<file path="src/hdl/target_track_table_top_defines.svh">
// Assertion macros for the target track table.
`ifndef TARGET_TRACK_TABLE_TOP_DEFINES_SVH
`define TARGET_TRACK_TABLE_TOP_DEFINES_SVH
`ifndef SYNTHESIS
`define TTT_ASSERT(lbl, clk, rstn, prop, msg) \
    lbl: assert property (@(posedge clk) disable iff (!rstn) prop) else $error(msg);
`define TTT_ASSERT_ALWAYS(lbl, clk, prop, msg) \
    lbl: assert property (@(posedge clk) prop) else $error(msg);
`else
`define TTT_ASSERT(lbl, clk, rstn, prop, msg)
`define TTT_ASSERT_ALWAYS(lbl, clk, prop, msg)
`endif
`endif

</file>
<file path="src/hdl/ttt_pkg.sv">
// Shared types and constants of the target track table.
package ttt_pkg;
    localparam int MAX_TARGETS_DEF = 64;
    localparam int ID_W = 8;
    localparam int CNT_W = 9;
    localparam int TC_W = 7;
    localparam int DELTA_W = 20;
    localparam int DIFF_W = 33;
    localparam int PROD_W = 53;
    localparam int MAG_W = 52;
    localparam logic signed [20:0] US_PER_S = 21'sd1000000;
    localparam logic ACT_UPDATE = 1'b0;
    localparam logic ACT_QUERY = 1'b1;

    typedef struct packed {
        logic             is_query;
        logic             in_range;
        logic [ID_W-1:0]  id;
        logic [31:0]      pos_x;
        logic [31:0]      pos_y;
        logic [31:0]      time_us;
    } cmd_t;

    typedef struct packed {
        logic [31:0] pos_x;
        logic [31:0] pos_y;
        logic [31:0] vel_x;
        logic [31:0] vel_y;
        logic [31:0] last_t;
    } ent_t;

    typedef enum logic [2:0] {
        B_IDLE, B_EVAL, B_DIV
    } back_state_t;

    typedef enum logic [2:0] {
        D_IDLE, D_MUL, D_ABS, D_ITER, D_DONE
    } div_state_t;
endpackage

</file>
<file path="src/hdl/ttt_front.sv">
// Front end: accepts items, drops out-of-range updates, queues the rest.
module ttt_front import ttt_pkg::*; #(
    parameter int MAX_TARGETS = MAX_TARGETS_DEF
) (
    input  logic         aclk,
    input  logic         aresetn,
    input  logic         s_tvalid,
    output logic         s_tready,
    input  logic [103:0] s_tdata,  // target_id, pos_x, pos_y, time_us
    input  logic         s_tuser,  // action
    output logic         q_valid,
    input  logic         q_pop,
    output cmd_t         q_head
);
    cmd_t       entry_reg [2];
    logic       wr_ptr_reg, wr_ptr_next;
    logic       rd_ptr_reg, rd_ptr_next;
    logic [1:0] cnt_reg, cnt_next;
    cmd_t       cmd;
    logic       push;

    always_comb begin
        cmd.is_query = (s_tuser == ACT_QUERY);
        cmd.id       = s_tdata[7:0];
        cmd.pos_x    = s_tdata[39:8];
        cmd.pos_y    = s_tdata[71:40];
        cmd.time_us  = s_tdata[103:72];
        cmd.in_range = ({1'b0, s_tdata[7:0]} < CNT_W'(MAX_TARGETS));
    end

    assign s_tready = (cnt_reg != 2'd2);
    assign push     = s_tvalid && s_tready && (cmd.is_query || cmd.in_range);
    assign q_valid  = (cnt_reg != 2'd0);
    assign q_head   = entry_reg[rd_ptr_reg];

    always_comb begin
        wr_ptr_next = wr_ptr_reg ^ push;
        rd_ptr_next = rd_ptr_reg ^ (q_pop && q_valid);
        cnt_next    = cnt_reg + 2'(push) - 2'(q_pop && q_valid);
    end

    always_ff @(posedge aclk) begin
        if (!aresetn) begin
            wr_ptr_reg <= 1'b0;
            rd_ptr_reg <= 1'b0;
            cnt_reg    <= 2'd0;
        end else begin
            wr_ptr_reg <= wr_ptr_next;
            rd_ptr_reg <= rd_ptr_next;
            cnt_reg    <= cnt_next;
        end
    end

    always_ff @(posedge aclk) begin
        if (push) begin
            entry_reg[wr_ptr_reg] <= cmd;
        end
    end
endmodule

</file>
<file path="config.mk">
export PLATFORM = sky130hd
export DESIGN_NAME = ttt_front
export DESIGN_NICKNAME = d
export VERILOG_FILES = /design/src/hdl/target_track_table_top_defines.svh /design/src/hdl/ttt_pkg.sv /design/src/hdl/ttt_front.sv
export SDC_FILE = /design/constraint.sdc
export NUM_CORES = 1
export LEC_CHECK = 0
export BUFFER_PORTS_ARGS = -buffer_cell sky130_fd_sc_hd__clkbuf_2
export CORE_MARGIN = 10
export CORE_UTILIZATION = 25
export DETAILED_ROUTE_END_ITERATION = 10
export MAX_ROUTING_LAYER = met4
export RECOVER_POWER = 100
export SLEW_MARGIN = 40
export SYNTH_ARGS = -nofsm -noshare
export SYNTH_HDL_FRONTEND = slang
export SYNTH_SLANG_ARGS = --single-unit
export TNS_END_PERCENT = 20
</file>
<file path="constraint.sdc">
create_clock -name aclk -period 4.6 [get_ports aclk]
set_input_delay 1.38 -clock aclk [delete_from_list [all_inputs] [get_ports aclk]]
set_output_delay 1.38 -clock aclk [all_outputs]
set_load 0.05 [all_outputs]
</file>
Word-level counts from Yosys, hierarchy flattened
Memory sizes are Yosys's and may differ from the RTL's. A register that Yosys moved wholly into a read port is not among the register bits. Index checks and enable logic that the tools add are counted.

Register bits: 4. RAM bits: 212. Bits of input ports: 109. Output and inout port bits: 108. Logic and storage cells: 18. Memories kept: 1.

Memory list: entry_reg (depth 2, width 106, read ports 1, clocked after Yosys merged registers in 1, wr ports 1, line ttt_front.sv:15) `cmd_t entry_reg [2];`.

Add/sub/neg operators: 2. Magnitude comparators: 1. Equality and inequality tests: 1. Muxes and demuxes: 3. Bitwise operators: 2. Reductions and logical operators: 5.

Operator list (count): $lt A8 B7 Y1 const B (1); $logic_and A1 B1 Y1 (3); $mux W1 (3); $add A2 B1 Y2 (1); $ne A2 B2 Y1 const B (1); $reduce_bool A2 Y1 (1); $sub A2 B1 Y2 (1); $xor A1 B1 Y1 (2); $logic_or A1 B1 Y1 (1).

Depth between registers and ports, before layout
Gate-level depths: netlist of run 1.

Word-level depth: 5. Mapped depth: 7. Depth with buffers taken out: 7.

Worst setup path before layout of run 1
Ideal clock, no wire load.

Path type: input-to-reg. From: in s_tdata[7]. To: mem entry_reg[1][0] in the netlist's numbering (enable). Setup time: 478 ps. Arrival: 4229 ps. Data required time: 4122 ps. Setup slack: -107 ps. Stages: 3. Buffers on the path: 0. Path through: nor2_1 -> o211a_1 -> ha_1.

Longest elaborated chain between the ends: 5.

Ends and longest elaborated chain: start: declaration (line ttt_front.sv:9) `input logic [103:0] s_tdata,`; $lt A8 B7 Y1 (line ttt_front.sv:28) `cmd.in_range = ({1'b0, s_tdata[7:0]} < CNT_W'(MAX_TARGETS));`; $logic_or A1 B1 Y1 (line ttt_front.sv:32) `assign push = s_tvalid && s_tready && (cmd.is_query || cmd.in_range);`; $logic_and A1 B1 Y1 (line ttt_front.sv:32); $mux W1 (line ttt_front.sv:55) `if (push) begin`; $mux W1 (not written as such) (line ttt_front.sv:56) `entry_reg[wr_ptr_reg] <= cmd;`; end: declaration (line ttt_front.sv:15).

Every way passes these cells.

==> impl_summary.log, run 1 <==
INFO  metric drc_errors = 0
INFO  metric final-seq-area = 6470 um^2
INFO  metric place.detailed.instances = 965
INFO  metric cts.path.max_buffers = 3
INFO  metric grt-ovfl-total = 0
INFO  metric io_buffer_count = 216
INFO  metric syn-mean-instance-area = 22.8 um^2
INFO  metric cpMaxStageDelayCell = clkbuf_4
INFO  metric irDropWorstVdd = 0.318 mV
INFO  metric whs_endpoint = rd_ptr_reg
INFO  metric totalPowerFinal = 6450 uW
INFO  metric fmax = 0.254 GHz
INFO  metric drt-wirelength-per-cell = 17.2 um
INFO  metric yosysWarnings = 0
INFO  metric holdCritStartpoint = rd_ptr_reg
INFO  metric cts_setup_buffers = 0
INFO  metric first_pass_iters = 4
INFO  metric die_w = 200 um
INFO  metric setup.worst_path.end_class = output port
INFO  metric layout-area-overhead-vs-synth = 26.8%
INFO  metric timing.final.hold_violations = 0
INFO  metric timing.hold.ws = 481 ps
INFO  metric share_of_cells_above_drive_strength_1 = 38.2%
INFO  metric hold-path-cell-count = 2
INFO  metric cellLeakagePower = 0.00353 uW
INFO  metric final_period_minus_worst_setup_slack = 3940 ps
INFO  metric final_worst_path_period_share = 85.6%
INFO  metric routed_via_density = 4.08
INFO  metric insertedDiodeCount = 0
INFO  metric worstPathRequired = 3220 ps
INFO  metric cap_violations = 2
INFO  metric rsz0062_at_grt = no
INFO  metric grt_util_all_layers = 8.35%
INFO  metric max_slew_margin = -9.32%
INFO  metric design.die.area = 39900 um^2
INFO  metric critical-path-max-stage-delay = 880 ps
INFO  metric routability_congestion = 0.663
INFO  metric global_route_wire_length_before_repair = 25.4 mm
INFO  metric dr_total_vias = 4115
INFO  metric post_synth_num_cell_types = 19
INFO  metric synth_fp_nets = 468
INFO  metric num_rows = 65
INFO  metric pin_slew_with_the_least_headroom_to_its_limit = 1640 ps
INFO  metric tritoncts = done
INFO  metric coreArea = 31700 um^2
INFO  metric max_ffs_per_register = 212
INFO  metric syn_inst = 355
INFO  metric crit-reg2reg-capture = entry_reg[1][42]
INFO  metric worst_setup_path_start_kind = flip-flop
INFO  metric clock_tree.htree_level_count = 1
INFO  metric holdBufCountCts = 0
INFO  metric worst_clock_skew = 5.53 ps
INFO  metric layout.cells.non_filler = 1009
INFO  metric drt-total-wl = 17.4 mm
INFO  metric grt_pass1_vias = 4418
INFO  metric final_max_slew_viol_count = 214
INFO  metric filler_cell_count = 3119
INFO  metric die-height = 200 um
INFO  metric seq_total_area_yosys = 80.0%
INFO  metric run_status = finished with violations
INFO  metric worst-path-max-fanout = 59
INFO  metric timing_worst_setup_path_type = reg2out
INFO  metric cp.arrival = 2560 ps
INFO  metric antenna_found_initial = 0
INFO  metric pin_count = 217
INFO  metric area_of_the_mapped_netlist = 8080 um^2
INFO  metric clk-insertion-delay-late = 510 ps
INFO  metric number_of_nets_in_the_final_layout = 702
INFO  metric setup.reg_to_reg.worst_slack = 2000 ps
INFO  metric cts_sinks = 217
INFO  metric cts-resized-gates = 0
INFO  metric timing.critical_path.cells = clkbuf_4 -> mux2_2 -> clkbuf_1
INFO  metric clk_pin_slew = 60 ps
INFO  metric yosys.area.top_type_share = 78.8%
INFO  metric multi_input_gate_area = 1500 um^2
INFO  metric failed_checks = max-capacitance violations, max-slew violations
INFO  metric timing.rr.start = cnt_reg[0]
INFO  metric finalSetupViolations = 0
INFO  metric largest_area_contributor_in_the_synthesized_netlist = edfxtp_1
INFO  metric power_per_cell_area = 630 nW/um^2
INFO  metric detail_route.iter0.violations = 154
INFO  metric ff2ff_path_depth = 4
INFO  metric cts_buffers = 24
INFO  metric route.antenna.remaining_nets = 0
INFO  metric ys_seq_elements = 217
INFO  metric synth_top_cells_by_area = edfxtp_1 79%, mux2_2 9.2%, mux2_4 7.4%
INFO  metric clock_tree.root_cell = clkbuf_16
INFO  metric initial_utilization = 25.5%
INFO  metric hold_class = reg2reg
INFO  metric grt_max_degree = 107
-- synthesized netlist by cell type --
library cell,count
edfxtp_1,212
nor2_1,1
xnor3_1,1
nor2b_1,2
mux2_2,66
o21a_1,1
and2_1,1
buf_6,6
buf_2,6
nand2b_1,2
mux2_4,40
mux2i_1,2
o211ai_1,1
ha_1,4
or2_2,1
o211a_1,1
dfxtp_1,5
inv_1,2
nand2_1,1
-- area by class of cell --
cell class | count | share of cell area, %
Sequential cell | 217 | 63.2
Multi-Input combinational cell | 124 | 14.6
Timing Repair Buffer | 220 | 9.30
Clock buffer | 33 | 6.40
Tap cell | 402 | 4.91
Clock inverter | 11 | 1.51
Inverter | 2 | 0.0733
-- critical path: cells and delay by family, from the launching register on --
family	cells	cell delay (ps)
buffers and inverters	2	1350
multiplexers	1	320
flip-flops	1	340
-- stage by stage --
| step | setup slack [ps] | area [um^2] | util [%] | setup TNS [ps] |
|---|---|---|---|---|
| 2_1_floorplan | -107 | 8080 | - | -22580 |
| 3_3_place_gp | 1550 | 9660 | 30.5 | 0 |
| 3_5_place_dp | 1520 | 9660 | 30.5 | 0 |
| 4_1_cts | 1050 | 10500 | 33.0 | 0 |
| 5_1_grt | 507 | 10200 | 32.3 | 0 |
| 6_report | 664 | 10200 | 32.3 | 0 |
-- layout by cell type (no fill, tap or decap) --
| cell | count |
|---|---|
| clkinv_1 | 5 |
| edfxtp_1 | 212 |
| or2_2 | 1 |
| mux2_1 | 2 |
| nand2b_1 | 2 |
| nor2_1 | 1 |
| and2_0 | 1 |
| o211a_1 | 1 |
| bufinv_16 | 4 |
| clkbuf_2 | 92 |
| inv_1 | 2 |
| nand2_1 | 1 |
| mux2_4 | 38 |
| ha_1 | 4 |
| dfxtp_4 | 1 |
| clkinv_4 | 1 |
| xnor3_1 | 1 |
| clkbuf_1 | 131 |
| nor2b_1 | 2 |
| o211ai_1 | 1 |
| mux2i_1 | 2 |
| dfxtp_1 | 4 |
| o21a_1 | 1 |
| clkinvlp_4 | 1 |
| buf_1 | 2 |
| clkbuf_16 | 25 |
| clkbuf_4 | 3 |
| mux2_2 | 66 |
-- where the power goes --
group	switching (uW)	total (uW)	leakage, uW	internal, uW
Combinational	1470	2030	0.00115	559
Clock	743	1960	0.000386	1220
Sequential	44.9	2470	0.00199	2420
-- cell families after synthesis --
| logic type | Yosys count | share of synthesized area, % |
|---|---|---|
| flops | 217 | 80.0 |
| mux | 108 | 16.9 |
| buf+inv | 14 | 1.30 |
| simple gates | 8 | 0.558 |
| fa+ha+maj | 4 | 0.620 |
| compound gates | 3 | 0.310 |
| xor+xnor | 1 | 0.279 |
-- how the worst max path moves through the flow --
stage,cells past startpoint,start,slack (ps),endpoint
2_1_floorplan,3,s_tdata[7],-110,entry_reg[1][0]
4_1_cts,3,flip-flop,1050,q_head[33]
3_5_place_dp,5,s_tdata[7],1520,entry_reg[0][57]
3_3_place_gp,5,s_tdata[7],1550,entry_reg[1][62]
6_report,3,flip-flop,660,q_head[0]
5_1_grt,3,flip-flop,510,q_head[82]
-- layer usage --
layer	up-vias	wire, um	global-route usage, %
li1	1886	-	-
met1	2040	7310	10.1
met2	161	8130	13.1
met3	28	1420	2.60
met4	0	503	2.58
met5	-	0	-
No activity file was read; power rests on OpenSTA's default activity.
==> run 2, diff against run 1 <==
Settings changed: ABC_AREA from default to 1.
==> run 2 against run 1 <==
  * The run still ends with max-capacitance violations, max-slew violations left
  * Register-to-register slack worse by 400 ps
  * Critical path depth unchanged
  * Non-clock buffer count up 2
  * Fmax up 2.8%
  * Combinational power down 4%
  * Utilization about the same
  * Area after synthesis unchanged
  * Hold slack better by 35 ps
  * Sequential cell count unchanged
  * Die area unchanged
  * Critical path type unchanged
  * Largest cell class unchanged
==> impl_summary.log, run 2 <==
INFO  metric dr_total_vias = 4130
INFO  metric antenna_found_initial = 0
INFO  metric worst_clock_skew = 13.9 ps
INFO  metric drt-wirelength-per-cell = 17.1 um
INFO  metric pin_count = 217
INFO  metric final-seq-area = 6470 um^2
INFO  metric clock_tree.root_cell = clkbuf_16
INFO  metric power.combinational.fraction = 31.0%
INFO  metric area_of_the_mapped_netlist = 8080 um^2
INFO  metric grt_util_all_layers = 8.48%
INFO  metric final_cell_mix = 212 x edfxtp_1, 132 x clkbuf_1, 92 x clkbuf_2, 66 x mux2_2, 40 x mux2_4
INFO  metric failed_checks = max-capacitance violations, max-slew violations
INFO  metric finalSetupViolations = 0
INFO  metric routed_via_density = 4.02
INFO  metric cp.arrival = 2450 ps
INFO  metric final_util = 32.3%
INFO  metric final_max_slew_viol_count = 58
INFO  metric number_of_nets_in_the_final_layout = 720
INFO  metric cts_buffers = 25
INFO  metric die_w = 200 um
INFO  metric filler_cell_count = 3181
INFO  metric hold-path-cell-count = 2
INFO  metric tritoncts = done
INFO  metric rsz0062_at_grt = no
INFO  metric power.internal = 4040 uW
INFO  metric synth_fp_nets = 483
INFO  metric holdCritStartpoint = rd_ptr_reg
INFO  metric die-height = 200 um
INFO  metric timing.final.hold_violations = 0
INFO  metric design.die.area = 39900 um^2
INFO  metric seq_total_area_yosys = 80.0%
INFO  metric pin_slew_with_the_least_headroom_to_its_limit = 1560 ps
INFO  metric whs_endpoint = rd_ptr_reg
INFO  metric post-synth-top-count-cell = edfxtp_1
INFO  metric yosys.area.top_type_share = 78.8%
INFO  metric layout-area-overhead-vs-synth = 26.7%
INFO  metric num_rows = 65
INFO  metric setup.reg_to_reg.worst_slack = 1600 ps
INFO  metric final_common_cell = edfxtp_1
INFO  metric setup.worst_path.end_class = output port
INFO  metric power_per_cell_area = 610 nW/um^2
INFO  metric route.antenna.remaining_nets = 0
INFO  metric first_pass_iters = 4
INFO  metric power.share.switching = 35.3%
INFO  metric irDropWorstVdd = 0.329 mV
INFO  metric drc_errors = 0
INFO  metric synth_top_cells_by_area = edfxtp_1 79%, mux2_2 9.2%, mux2_4 7.4%
INFO  metric max_ffs_per_register = 212
INFO  metric yosys-top-cells-count = 212 x edfxtp_1, 66 x mux2_2, 40 x mux2_4
INFO  metric cts_sinks = 217
INFO  metric crit-reg2reg-capture = entry_reg[1][82]
INFO  metric fmax = 0.261 GHz
INFO  metric cts.path.max_buffers = 3
INFO  metric setup_tns = 0 ps
INFO  metric coreArea = 31700 um^2
INFO  metric syn-mean-instance-area = 21.8 um^2
INFO  metric multi_input_gate_area = 1480 um^2
INFO  metric clock_tree.htree_level_count = 1
INFO  metric clk-insertion-delay-late = 510 ps
INFO  metric clock_power_share = 29.5%
INFO  metric global_route_wire_length_before_repair = 25.5 mm
INFO  metric power.share.sequential = 39.5%
INFO  metric syn_inst = 370
INFO  metric postLayoutSetupSlackWorst = 771 ps
INFO  metric drt-total-wl = 17.5 mm
INFO  metric max_slew_margin = -4.15%
INFO  metric cts-resized-gates = 0
INFO  metric synth_enable_flop_cells = 212
INFO  metric timing_worst_setup_path_type = reg2out
INFO  metric cts_setup_buffers = 0
INFO  metric hold_class = reg2reg
INFO  metric routability_congestion = 0.683
INFO  metric share_of_cells_above_drive_strength_1 = 37.6%
INFO  metric ys_seq_elements = 217
INFO  metric insertedDiodeCount = 0
INFO  metric final_period_minus_worst_setup_slack = 3830 ps
INFO  metric holdBufCountCts = 0
INFO  metric cap_violations = 1
INFO  metric post_synth_num_cell_types = 12
INFO  metric grt_max_degree = 58
INFO  metric largest_area_contributor_in_the_synthesized_netlist = edfxtp_1
INFO  metric ys.flop_type = edfxtp_1
INFO  metric worst-path-max-fanout = 57
INFO  metric dp_slack = 1240 ps
INFO  metric detail_route.iter0.violations = 159
INFO  metric cellLeakagePower = 0.00356 uW
INFO  metric worst_setup_path_start_kind = flip-flop
INFO  metric clk_pin_slew = 60 ps
INFO  metric io_buffer_count = 216
INFO  metric initial_utilization = 25.5%
INFO  metric yosysWarnings = 0
INFO  metric timing.rr.start = cnt_reg[0]
INFO  metric worstPathRequired = 3220 ps
INFO  metric ff2ff_path_depth = 6
INFO  metric run_status = finished with violations
INFO  metric grt-ovfl-total = 0
INFO  metric detailedPlacementHpwl = 12.0 mm
INFO  metric total_switching_power = 2200 uW
INFO  metric grt_pass1_vias = 4480
INFO  metric synthArstFlopShare = 0%
INFO  metric final_worst_path_period_share = 83.2%
## run 2: cell types whose count changed after synthesis, sizes merged, moves of 2 or more
cell / before / now
nor2: 1 / 10
nor2b: 2 / 0
inv: 2 / 10
mux2i: 2 / 0
nand3: 0 / 2
nand2b: 2 / 0
nand2: 1 / 8
## run 2: through the flow
stage	instance area, um^2	hold WS (ps)	power (uW)	std cells
2_1_floorplan	8080	467	4080	370
4_1_cts	10500	518	6410	1027
3_5_place_dp	9690	491	4530	982
6_report	10200	517	6240	1027
5_1_grt	10200	563	6520	1027
3_3_place_gp	9690	497	4520	982
## run 2: final cells by class
| type | count | share of cell area (%) |
|---|---|---|
| Clock buffer | 30 | 6.30 |
| Clock inverter | 15 | 1.16 |
| Inverter | 10 | 0.367 |
| Multi-Input combinational cell | 131 | 14.4 |
| Sequential cell | 217 | 63.2 |
| Tap cell | 402 | 4.91 |
| Timing Repair Buffer | 222 | 9.62 |
## run 2: worst max path at each step
stage	start	endpoint	cells past startpoint
detailed placement	s_tdata[7]	entry_reg[0][79]	6
global route	s_tdata[7]	entry_reg[1][87]	6
finish	flip-flop	q_head[14]	3
CTS	flip-flop	q_head[14]	3
global placement	s_tdata[7]	entry_reg[0][79]	6
floorplan	s_tdata[7]	entry_reg[1][0]	4
## run 2: power by group through the flow
stage / Combinational (uW) / Sequential, uW / Clock (uW)
final: 1940 / 2460 / 1840
after global placement: 2020 / 2500 / 0
after detailed placement: 2030 / 2500 / 0
after floorplan: 1570 / 2510 / 0
after global routing: 2050 / 2480 / 1990
after CTS: 2030 / 2460 / 1920
## run 2: cell families after synthesis
group,after synthesis,synth area share [%]
DFF,217,80.0
adders and majority gates,4,0.620
AOI/OAI and AO/OA,1,0.0619
buffers and inverters,22,1.67
and+or+nand+nor,20,0.960
muxes,106,16.6
## run 2: layer usage
layer	global-route usage, %	up-vias	wire, um
met4	2.55	0	480
met1	10.0	2024	7090
li1	-	1918	-
met3	2.19	32	1260
met5	-	-	0
met2	14.0	156	8710
## run 2: worst max-delay path: stages (launching register included)
cell      delay, ps
dfxtp_4         360
clkbuf_4        800
mux2_2          420
clkbuf_2        250
